**src/hdl/key_matrix_debounce_scanner_core_defines.svh**
```systemverilog
// Assertion macros shared by the key matrix scanner RTL.
`ifndef KEY_MATRIX_DEBOUNCE_SCANNER_CORE_DEFINES_SVH
`define KEY_MATRIX_DEBOUNCE_SCANNER_CORE_DEFINES_SVH

// Both macros sample on i_clk and stay quiet while i_rst_n is low.

// Checks that the consequent holds in the same cycle as the antecedent.
`define KMDS_ASSERT_SAME(lbl, ante, cons, msg) \
    lbl: assert property (@(posedge i_clk) disable iff (!i_rst_n) (ante) |-> (cons)) \
        else $error(msg);

// Checks that the consequent holds in the cycle after the antecedent.
`define KMDS_ASSERT_NEXT(lbl, ante, cons, msg) \
    lbl: assert property (@(posedge i_clk) disable iff (!i_rst_n) (ante) |=> (cons)) \
        else $error(msg);

`endif

```
**src/hdl/kmds_pkg.sv**
```systemverilog
// Shared constants and types of the key matrix scanner.
package kmds_pkg;

    // Matrix geometry and time width.
    localparam int COLUMNS   = 14;
    localparam int ROWS      = 5;
    localparam int TIME_BITS = 32;

    // Fixed field widths of the stream beats.
    localparam int COL_W   = 4;
    localparam int LVL_W   = 5;
    localparam int NOW_W   = 32;
    localparam int ROW_W   = 3;
    localparam int DEB_W   = 8;
    localparam int S_DATA_W = 48;
    localparam int M_DATA_W = 8;

    // Address width of the per-column state memory.
    localparam int MEM_AW = (COLUMNS > 1) ? $clog2(COLUMNS) : 1;

    localparam logic [DEB_W-1:0] DEBOUNCE_RESET = DEB_W'(5);

    // One memory word holds the debounced bits and change times of one column.
    typedef struct packed {
        logic [ROWS-1:0][TIME_BITS-1:0] times;
        logic [ROWS-1:0]                keys;
    } t_entry;

endpackage

```
**src/hdl/key_matrix_debounce_scanner_core.sv**
```systemverilog
// Top level of the key matrix scanner with per-key debounce.
`include "key_matrix_debounce_scanner_core_defines.svh"

// Each input beat carries the sampled row levels of one driven column and the
// current millisecond time. The debounced key bits and last-change times of a
// column live together in one word of a synchronous memory of COLUMNS words.
// A beat is read from memory in the cycle it is accepted, then evaluated and
// written back in the first following cycle in which the event output is free,
// and the resulting change events leave one per cycle while the sink accepts
// them, from an event register, in ascending row order, with the final one
// marked by tlast. The next beat waits in the evaluation stage until the last
// event of the one before is taken, so that single event output sets the
// sustained rate; a sample that causes no event holds nothing up. A read that
// hits the column being written in the same cycle takes the new word directly.
// There is no clearing pass after reset: one valid bit per column makes an
// unwritten word read as all zeros, so the block takes beats right after reset.
// A column index of COLUMNS or above is accepted and ignored.
module key_matrix_debounce_scanner_core
    import kmds_pkg::*;
(
    input  logic                i_clk,
    input  logic                i_rst_n,
    // Configuration: debounce time in milliseconds
    input  logic                i_cfg_valid,
    output logic                o_cfg_ready,
    input  logic [DEB_W-1:0]    i_cfg_data,
    // Input stream
    input  logic                i_s_tvalid,
    output logic                o_s_tready,
    input  logic [S_DATA_W-1:0] i_s_tdata,   // column[3:0], row_levels[8:4], now_ms[40:9]
    // Event stream
    output logic                o_m_tvalid,
    input  logic                i_m_tready,
    output logic [M_DATA_W-1:0] o_m_tdata,   // event_row[2:0], event_column[6:3], pressed[7]
    output logic                o_m_tlast
);

    // Input beat fields.
    logic [COL_W-1:0]     s_col;
    logic [LVL_W-1:0]     s_levels;
    logic [NOW_W-1:0]     s_now;
    logic                 s_accept;
    logic                 s_in_range;

    assign s_col      = i_s_tdata[COL_W-1:0];
    assign s_levels   = i_s_tdata[COL_W +: LVL_W];
    assign s_now      = i_s_tdata[COL_W+LVL_W +: NOW_W];
    assign s_accept   = i_s_tvalid && o_s_tready;
    assign s_in_range = 32'(s_col) < COLUMNS;

    // Configuration register.
    logic [DEB_W-1:0] r_debounce;

    assign o_cfg_ready = 1'b1;

    always_ff @(posedge i_clk) begin
        if (!i_rst_n) begin
            r_debounce <= DEBOUNCE_RESET;
        end else if (i_cfg_valid && o_cfg_ready) begin
            r_debounce <= i_cfg_data;
        end
    end

    // Evaluation stage registers.
    logic                 r_s1_vld;
    logic                 r_s1_inr;
    logic [COL_W-1:0]     r_s1_col;
    logic [LVL_W-1:0]     r_s1_levels;
    logic [TIME_BITS-1:0] r_s1_now;

    // Event register.
    logic [ROWS-1:0]      r_ev_mask;
    logic [ROWS-1:0]      r_ev_levels;
    logic [COL_W-1:0]     r_ev_col;
    logic [ROWS-1:0]      n_ev_mask;

    // Memory and its per-column valid bits.
    t_entry               r_mem [COLUMNS];
    t_entry               r_rd_entry;
    logic                 r_rd_vld;
    logic [COLUMNS-1:0]   r_row_vld;

    logic                 mem_re;
    logic                 mem_we;
    logic                 mem_hit;
    logic [MEM_AW-1:0]    rd_addr;
    logic [MEM_AW-1:0]    wr_addr;
    t_entry               cur_entry;
    t_entry               wr_entry;
    logic [ROWS-1:0]      hit;

    logic                 s1_fire;
    logic                 ev_free;
    logic                 m_accept;
    logic                 m_stall;
    logic [ROWS-1:0]      ev_bit;
    logic [ROW_W-1:0]     ev_row;
    logic                 ev_last;

    assign rd_addr = s_col[MEM_AW-1:0];
    assign wr_addr = r_s1_col[MEM_AW-1:0];
    assign mem_re  = s_accept && s_in_range;
    assign mem_we  = s1_fire && r_s1_inr;
    assign mem_hit = mem_we && (wr_addr == rd_addr);

    // Synchronous memory with write-to-read forwarding on the same column.
    always_ff @(posedge i_clk) begin
        if (mem_we) begin
            r_mem[wr_addr] <= wr_entry;
        end
        if (mem_re) begin
            if (mem_hit) begin
                r_rd_entry <= wr_entry;
            end else begin
                r_rd_entry <= r_mem[rd_addr];
            end
        end
    end

    // Valid bits stand in for clearing the memory at reset.
    always_ff @(posedge i_clk) begin
        if (!i_rst_n) begin
            r_row_vld <= '0;
            r_rd_vld  <= 1'b0;
        end else begin
            if (mem_re) begin
                r_rd_vld <= mem_hit || r_row_vld[rd_addr];
            end
            if (mem_we) begin
                r_row_vld[wr_addr] <= 1'b1;
            end
        end
    end

    // Per-row debounce decision and the updated memory word.
    always_comb begin
        cur_entry = r_rd_vld ? r_rd_entry : '0;
        wr_entry  = cur_entry;
        hit       = '0;
        for (int r = 0; r < ROWS; r++) begin
            hit[r] = r_s1_inr && (r_s1_levels[r] != cur_entry.keys[r]) &&
                     ((r_s1_now - cur_entry.times[r]) > TIME_BITS'(r_debounce));
            if (hit[r]) begin
                wr_entry.keys[r]  = r_s1_levels[r];
                wr_entry.times[r] = r_s1_now;
            end
        end
    end

    // Event selection: lowest pending row first.
    always_comb begin
        ev_row = '0;
        for (int r = ROWS - 1; r >= 0; r--) begin
            if (r_ev_mask[r]) begin
                ev_row = ROW_W'(r);
            end
        end
    end

    assign ev_bit   = r_ev_mask & (~r_ev_mask + ROWS'(1));
    assign ev_last  = (r_ev_mask & ~ev_bit) == '0;
    assign m_accept = o_m_tvalid && i_m_tready;
    assign m_stall  = o_m_tvalid && !i_m_tready;
    assign ev_free  = (r_ev_mask == '0) || (m_accept && ev_last);
    assign s1_fire  = r_s1_vld && ev_free;

    assign o_s_tready = !r_s1_vld || s1_fire;
    assign o_m_tvalid = r_ev_mask != '0;
    assign o_m_tlast  = ev_last;
    assign o_m_tdata  = {|(r_ev_levels & ev_bit), r_ev_col, ev_row};

    always_comb begin
        n_ev_mask = r_ev_mask;
        if (s1_fire) begin
            n_ev_mask = hit;
        end else if (m_accept) begin
            n_ev_mask = r_ev_mask & ~ev_bit;
        end
    end

    // Pipeline control registers.
    always_ff @(posedge i_clk) begin
        if (!i_rst_n) begin
            r_s1_vld  <= 1'b0;
            r_ev_mask <= '0;
        end else begin
            if (s_accept) begin
                r_s1_vld <= 1'b1;
            end else if (s1_fire) begin
                r_s1_vld <= 1'b0;
            end
            r_ev_mask <= n_ev_mask;
        end
    end

    // Payload registers.
    always_ff @(posedge i_clk) begin
        if (s_accept) begin
            r_s1_inr    <= s_in_range;
            r_s1_col    <= s_col;
            r_s1_levels <= s_levels;
            r_s1_now    <= TIME_BITS'(s_now);
        end
        if (s1_fire) begin
            r_ev_levels <= r_s1_levels[ROWS-1:0];
            r_ev_col    <= r_s1_col;
        end
    end

    // Checks on the block's own control.
    `KMDS_ASSERT_SAME(a_ev_col_range, o_m_tvalid, 32'(r_ev_col) < COLUMNS, "bad event column")
    `KMDS_ASSERT_SAME(a_stall_busy, !o_s_tready, r_s1_vld && !ev_free, "stall while idle")
    `KMDS_ASSERT_NEXT(a_ev_hold, m_stall, r_ev_mask == $past(r_ev_mask), "events moved in stall")

endmodule
```
**config.mk**
```make
export PLATFORM = sky130hd
export DESIGN_NAME = key_matrix_debounce_scanner_core
export DESIGN_NICKNAME = d
export VERILOG_FILES = /design/src/hdl/kmds_pkg.sv /design/src/hdl/key_matrix_debounce_scanner_core.sv
export VERILOG_INCLUDE_DIRS = /design/src /design/src/hdl
export SDC_FILE = /design/constraint.sdc
export NUM_CORES = 2
export LEC_CHECK = 0
export BUFFER_PORTS_ARGS = -buffer_cell sky130_fd_sc_hd__buf_2
export CAP_MARGIN = 20
export CORE_MARGIN = 2
export CORE_UTILIZATION = 45
export DETAILED_ROUTE_END_ITERATION = 12
export GPL_TIMING_DRIVEN = 0
export SLEW_MARGIN = 30
export SYNTH_ARGS = -nofsm -noshare
export SYNTH_HDL_FRONTEND = slang
export SYNTH_SLANG_ARGS = --single-unit
```
**constraint.sdc**
```tcl
create_clock -name i_clk -period 34.4 [get_ports i_clk]
set_input_delay 1.72 -clock i_clk [delete_from_list [all_inputs] [get_ports i_clk]]
set_output_delay 1.72 -clock i_clk [all_outputs]
set_load 0.02 [all_outputs]
```
==> results.yml <==
floorplan:
  io-pin-count: 73
  start_util_pct: 45.1
  rows: 183
  die_w_um: 503
  dieHeight_um: 503
  fp.dieArea_mm2: 0.253
  coreArea_mm2: 0.248
yosys:
  synth_top_area_share_pct: 67.8
  synth_area_leader_cell: "edfxtp_1"
  ys_ff_latch: 2555
  yosysWarningCount: 0
  synth.top_cells.by_area: "edfxtp_1 (68%), mux4_2 (9.6%), mux2i_1 (4.0%)"
  syn_inst: 6744
  netlist_area_mm2: 0.112
  synthFlopType: "edfxtp_1"
  synth_nets: 7015
  seq_area_frac_synth_pct: 68.3
  avgSynthCellArea_um2: 16.6
  yosysUniqueCellTypes: 102
  synth-edff-count: 2526
  async_flop_share_pct: 0
run:
  cap_violations: 0
place:
  place_congestion: 0.955
  hpwl_um: 282000
  placed_cell_area_mm2: 0.123
  dp.cells: 10518
  port_buffers: 63
status:
  status: "completed"
routing:
  wl_um: 380000
  drc_errors: 0
  first_iter_violations: 8363
  first_pass_iters: 6
  drtAntennaViolNets: 0
  via_per_inst: 6.16
  vias: 67740
  post_drt_wl_per_cell_um: 34.5
timing:
  fin_crit_ps: 9130
  fin_crit_sh_pct: 26.5
  clock_skew_ps: 68.1
  setup_viol: 0
  worst_pin_slew_ps: 1180
  max_freq_mhz: 109
  finalHoldViolCount: 0
  rsz0062_at_grt: "false"
  finalMaxSlewViolations: 0
  relSlewSlack_pct: 21.3
  holdWs_ps: 466
clock_tree:
  cts-buffers-inserted: 288
  path_clk_slew_ps: 60
  cts.sinks: 2555
  cts_tree: "yes"
  ctsResizeCount: 0
  htreeDepth: 5
  root_buffer: "clkbuf_16"
  clk-insertion-delay-late_ps: 960
  clockBufferDepth: 4
  cts_setup_buffers: 0
  ctsHoldBuffers: 0
global_routing:
  grt_pass1_vias: 67175
  grt_max_degree: 42
  grt_pass1_wl_um: 525000
  grtUsageTotal_pct: 29.9
  grt_overflow: 0
  antenna_found_initial: 19
power:
  power.leakage_nw: 45.1
  p_clk_share_pct: 39.5
  combPwrFrac_pct: 11.7
  ir_drop_v: 0.0000444
  p_sw_mw: 1.80
  seqPwrFrac_pct: 48.8
  swShare_pct: 24.7
  power.density_mw_per_mm2: 55.4
  p_int_mw: 5.48
critical_path:
  worst_setup_path_start_kind: "flip-flop"
  worstSetupEndpointType: "flip-flop"
  crit_path_max_fanout: 15
  required_ps: 34980
  crit_arrival_ps: 9710
  path_class: "reg -> reg"
cells_and_area:
  nNetsFinal: 7749
  instances_no_fill: 11003
  area_delta_synth_final_pct: 17.6
  drive_gt1_share_pct: 23.6
  final_area_mm2: 0.132
  n_fill_cell: 19852
worst_hold_path:
  hp-class: "reg -> reg"
==> final cells by class <==
class                           count  area (um^2)  area share (%)
Sequential cell                  2555        76400            58.1
Multi-Input combinational cell   3675        34000            25.9
Clock buffer                      365         7650            5.82
Timing Repair Buffer              444         6070            4.62
Tap cell                         3330         4170            3.17
Buffer                            362         1650            1.25
Clock inverter                    118          965           0.733
Inverter                          152          571           0.434
Antenna cell                        2         5.00         0.00381
==> per-layer routing <==
metal,vias to the layer above,global-route usage (%),share of wire [%]
li1,28549,-,-
met1,35299,38.9,39
met2,3187,48.3,47
met3,691,5.69,8.1
met4,14,15.0,5.7
met5,-,0,0.029
==> final timing paths <==
path            startpoint       endpoint  slack (ps)  cells after the start
min reg2reg  r_row_vld[13]  r_row_vld[13]         470                      1
max               r_rd_vld  r_mem[9][107]       25270                     21
max reg2reg       r_rd_vld  r_mem[9][107]       25270                     21
min          r_row_vld[13]  r_row_vld[13]         470                      1
==> power groups by stage <==
stage / registers, mW / logic, mW / clock network [mW]
after floorplan: 3.61 / 0.489 / 0
after global placement: 3.65 / 0.770 / 0
after detailed placement: 3.62 / 0.829 / 0
after CTS: 3.55 / 0.833 / 2.91
after global routing: 3.56 / 0.901 / 3.03
final: 3.55 / 0.852 / 2.88
==> logic make-up after synthesis <==
group | share of synthesized area [%]
compound gates | 6.16
xor+xnor | 0.728
flops | 68.3
buf+inv | 1.85
other cells | 0.00335
mux | 15.5
fa+ha+maj | 2.38
simple gates | 5.05
==> registers in the layout, summed over array words and instances, names as in the netlist <==
name / flops
r_ev_levels: 5
r_debounce: 8
r_s1_col: 4
r_s1_now: 32
r_row_vld: 14
r_s1_vld: 1
r_mem: 2310
r_ev_mask: 5
r_rd_entry: 165
r_s1_inr: 1
r_ev_col: 4
r_s1_levels: 5
r_rd_vld: 1
==> Yosys cell counts (18+ instances only) <==
cell type,n
nand2b_1,32
a21oi_1,295
nand3_1,59
inv_1,151
nand2_1,437
a31oi_1,18
nand4_1,68
mux2i_1,449
nor2b_1,31
nor2_1,321
edfxtp_1,2526
o221ai_1,59
a211oi_1,36
nor4_1,20
mux2_4,26
o22ai_1,120
o211ai_1,33
o21a_1,54
buf_2,20
ha_1,205
and2_1,26
nor3_1,68
buf_1,96
xnor2_1,62
mux4_2,477
xor2_1,31
clkbuf_1,229
a21o_1,91
o21ai_0,150
o21ai_1,35
dfxtp_1,29
or3_1,70
mux2_2,136
==> cells in the final DEF (no fill, tap or decap), types with 47 or more instances in the layout <==
cell	netlist	routed
o22ai_1	120	120
buf_4	6	111
o21a_1	54	54
clkbuf_1	229	239
mux2i_1	449	327
edfxtp_1	2526	2526
o221ai_1	59	59
nand3_1	59	59
nand4_1	68	68
or3_1	70	70
xnor2_1	62	61
nor3_1	68	65
clkbuf_16	0	294
buf_16	0	137
clkbuf_2	0	59
mux4_2	477	477
mux2_2	136	136
nand2_1	437	437
buf_2	20	230
ha_1	205	205
a21oi_1	295	294
o21ai_0	150	147
nor2_1	321	312
a21o_1	91	91
clkinv_1	0	47
mux2i_2	3	120
inv_1	151	132
==> metrics by stage <==
step / setup TNS (ps) / utilization (%) / power [mW] / setup WS, ps
after floorplan: 0 / - / 4.10 / 13850
after global placement: -2249490 / 46.9 / 4.42 / -8240
after detailed placement: 0 / 49.5 / 4.45 / 25080
after CTS: 0 / 52.9 / 7.30 / 25010
after global routing: 0 / 53.0 / 7.48 / 25030
final: 0 / 53.0 / 7.28 / 25270
==> worst max-delay path, stage by stage, from the launching register on <==
cell	delay (ps)
dfxtp_1	810
clkbuf_1	750
clkbuf_1	890
clkbuf_1	650
nand2_1	420
ha_1	410
and2_1	170
a221oi_1	320
nand2_1	110
xor2_1	200
ha_1	280
a21o_1	160
a21o_1	160
a21oi_1	200
nand3b_1	100
a31o_2	250
nor4b_1	270
nand4_1	150
nor4_1	730
a31oi_4	500
buf_4	380
mux2i_2	800
Note: power is estimated with default switching activity, not from simulation.
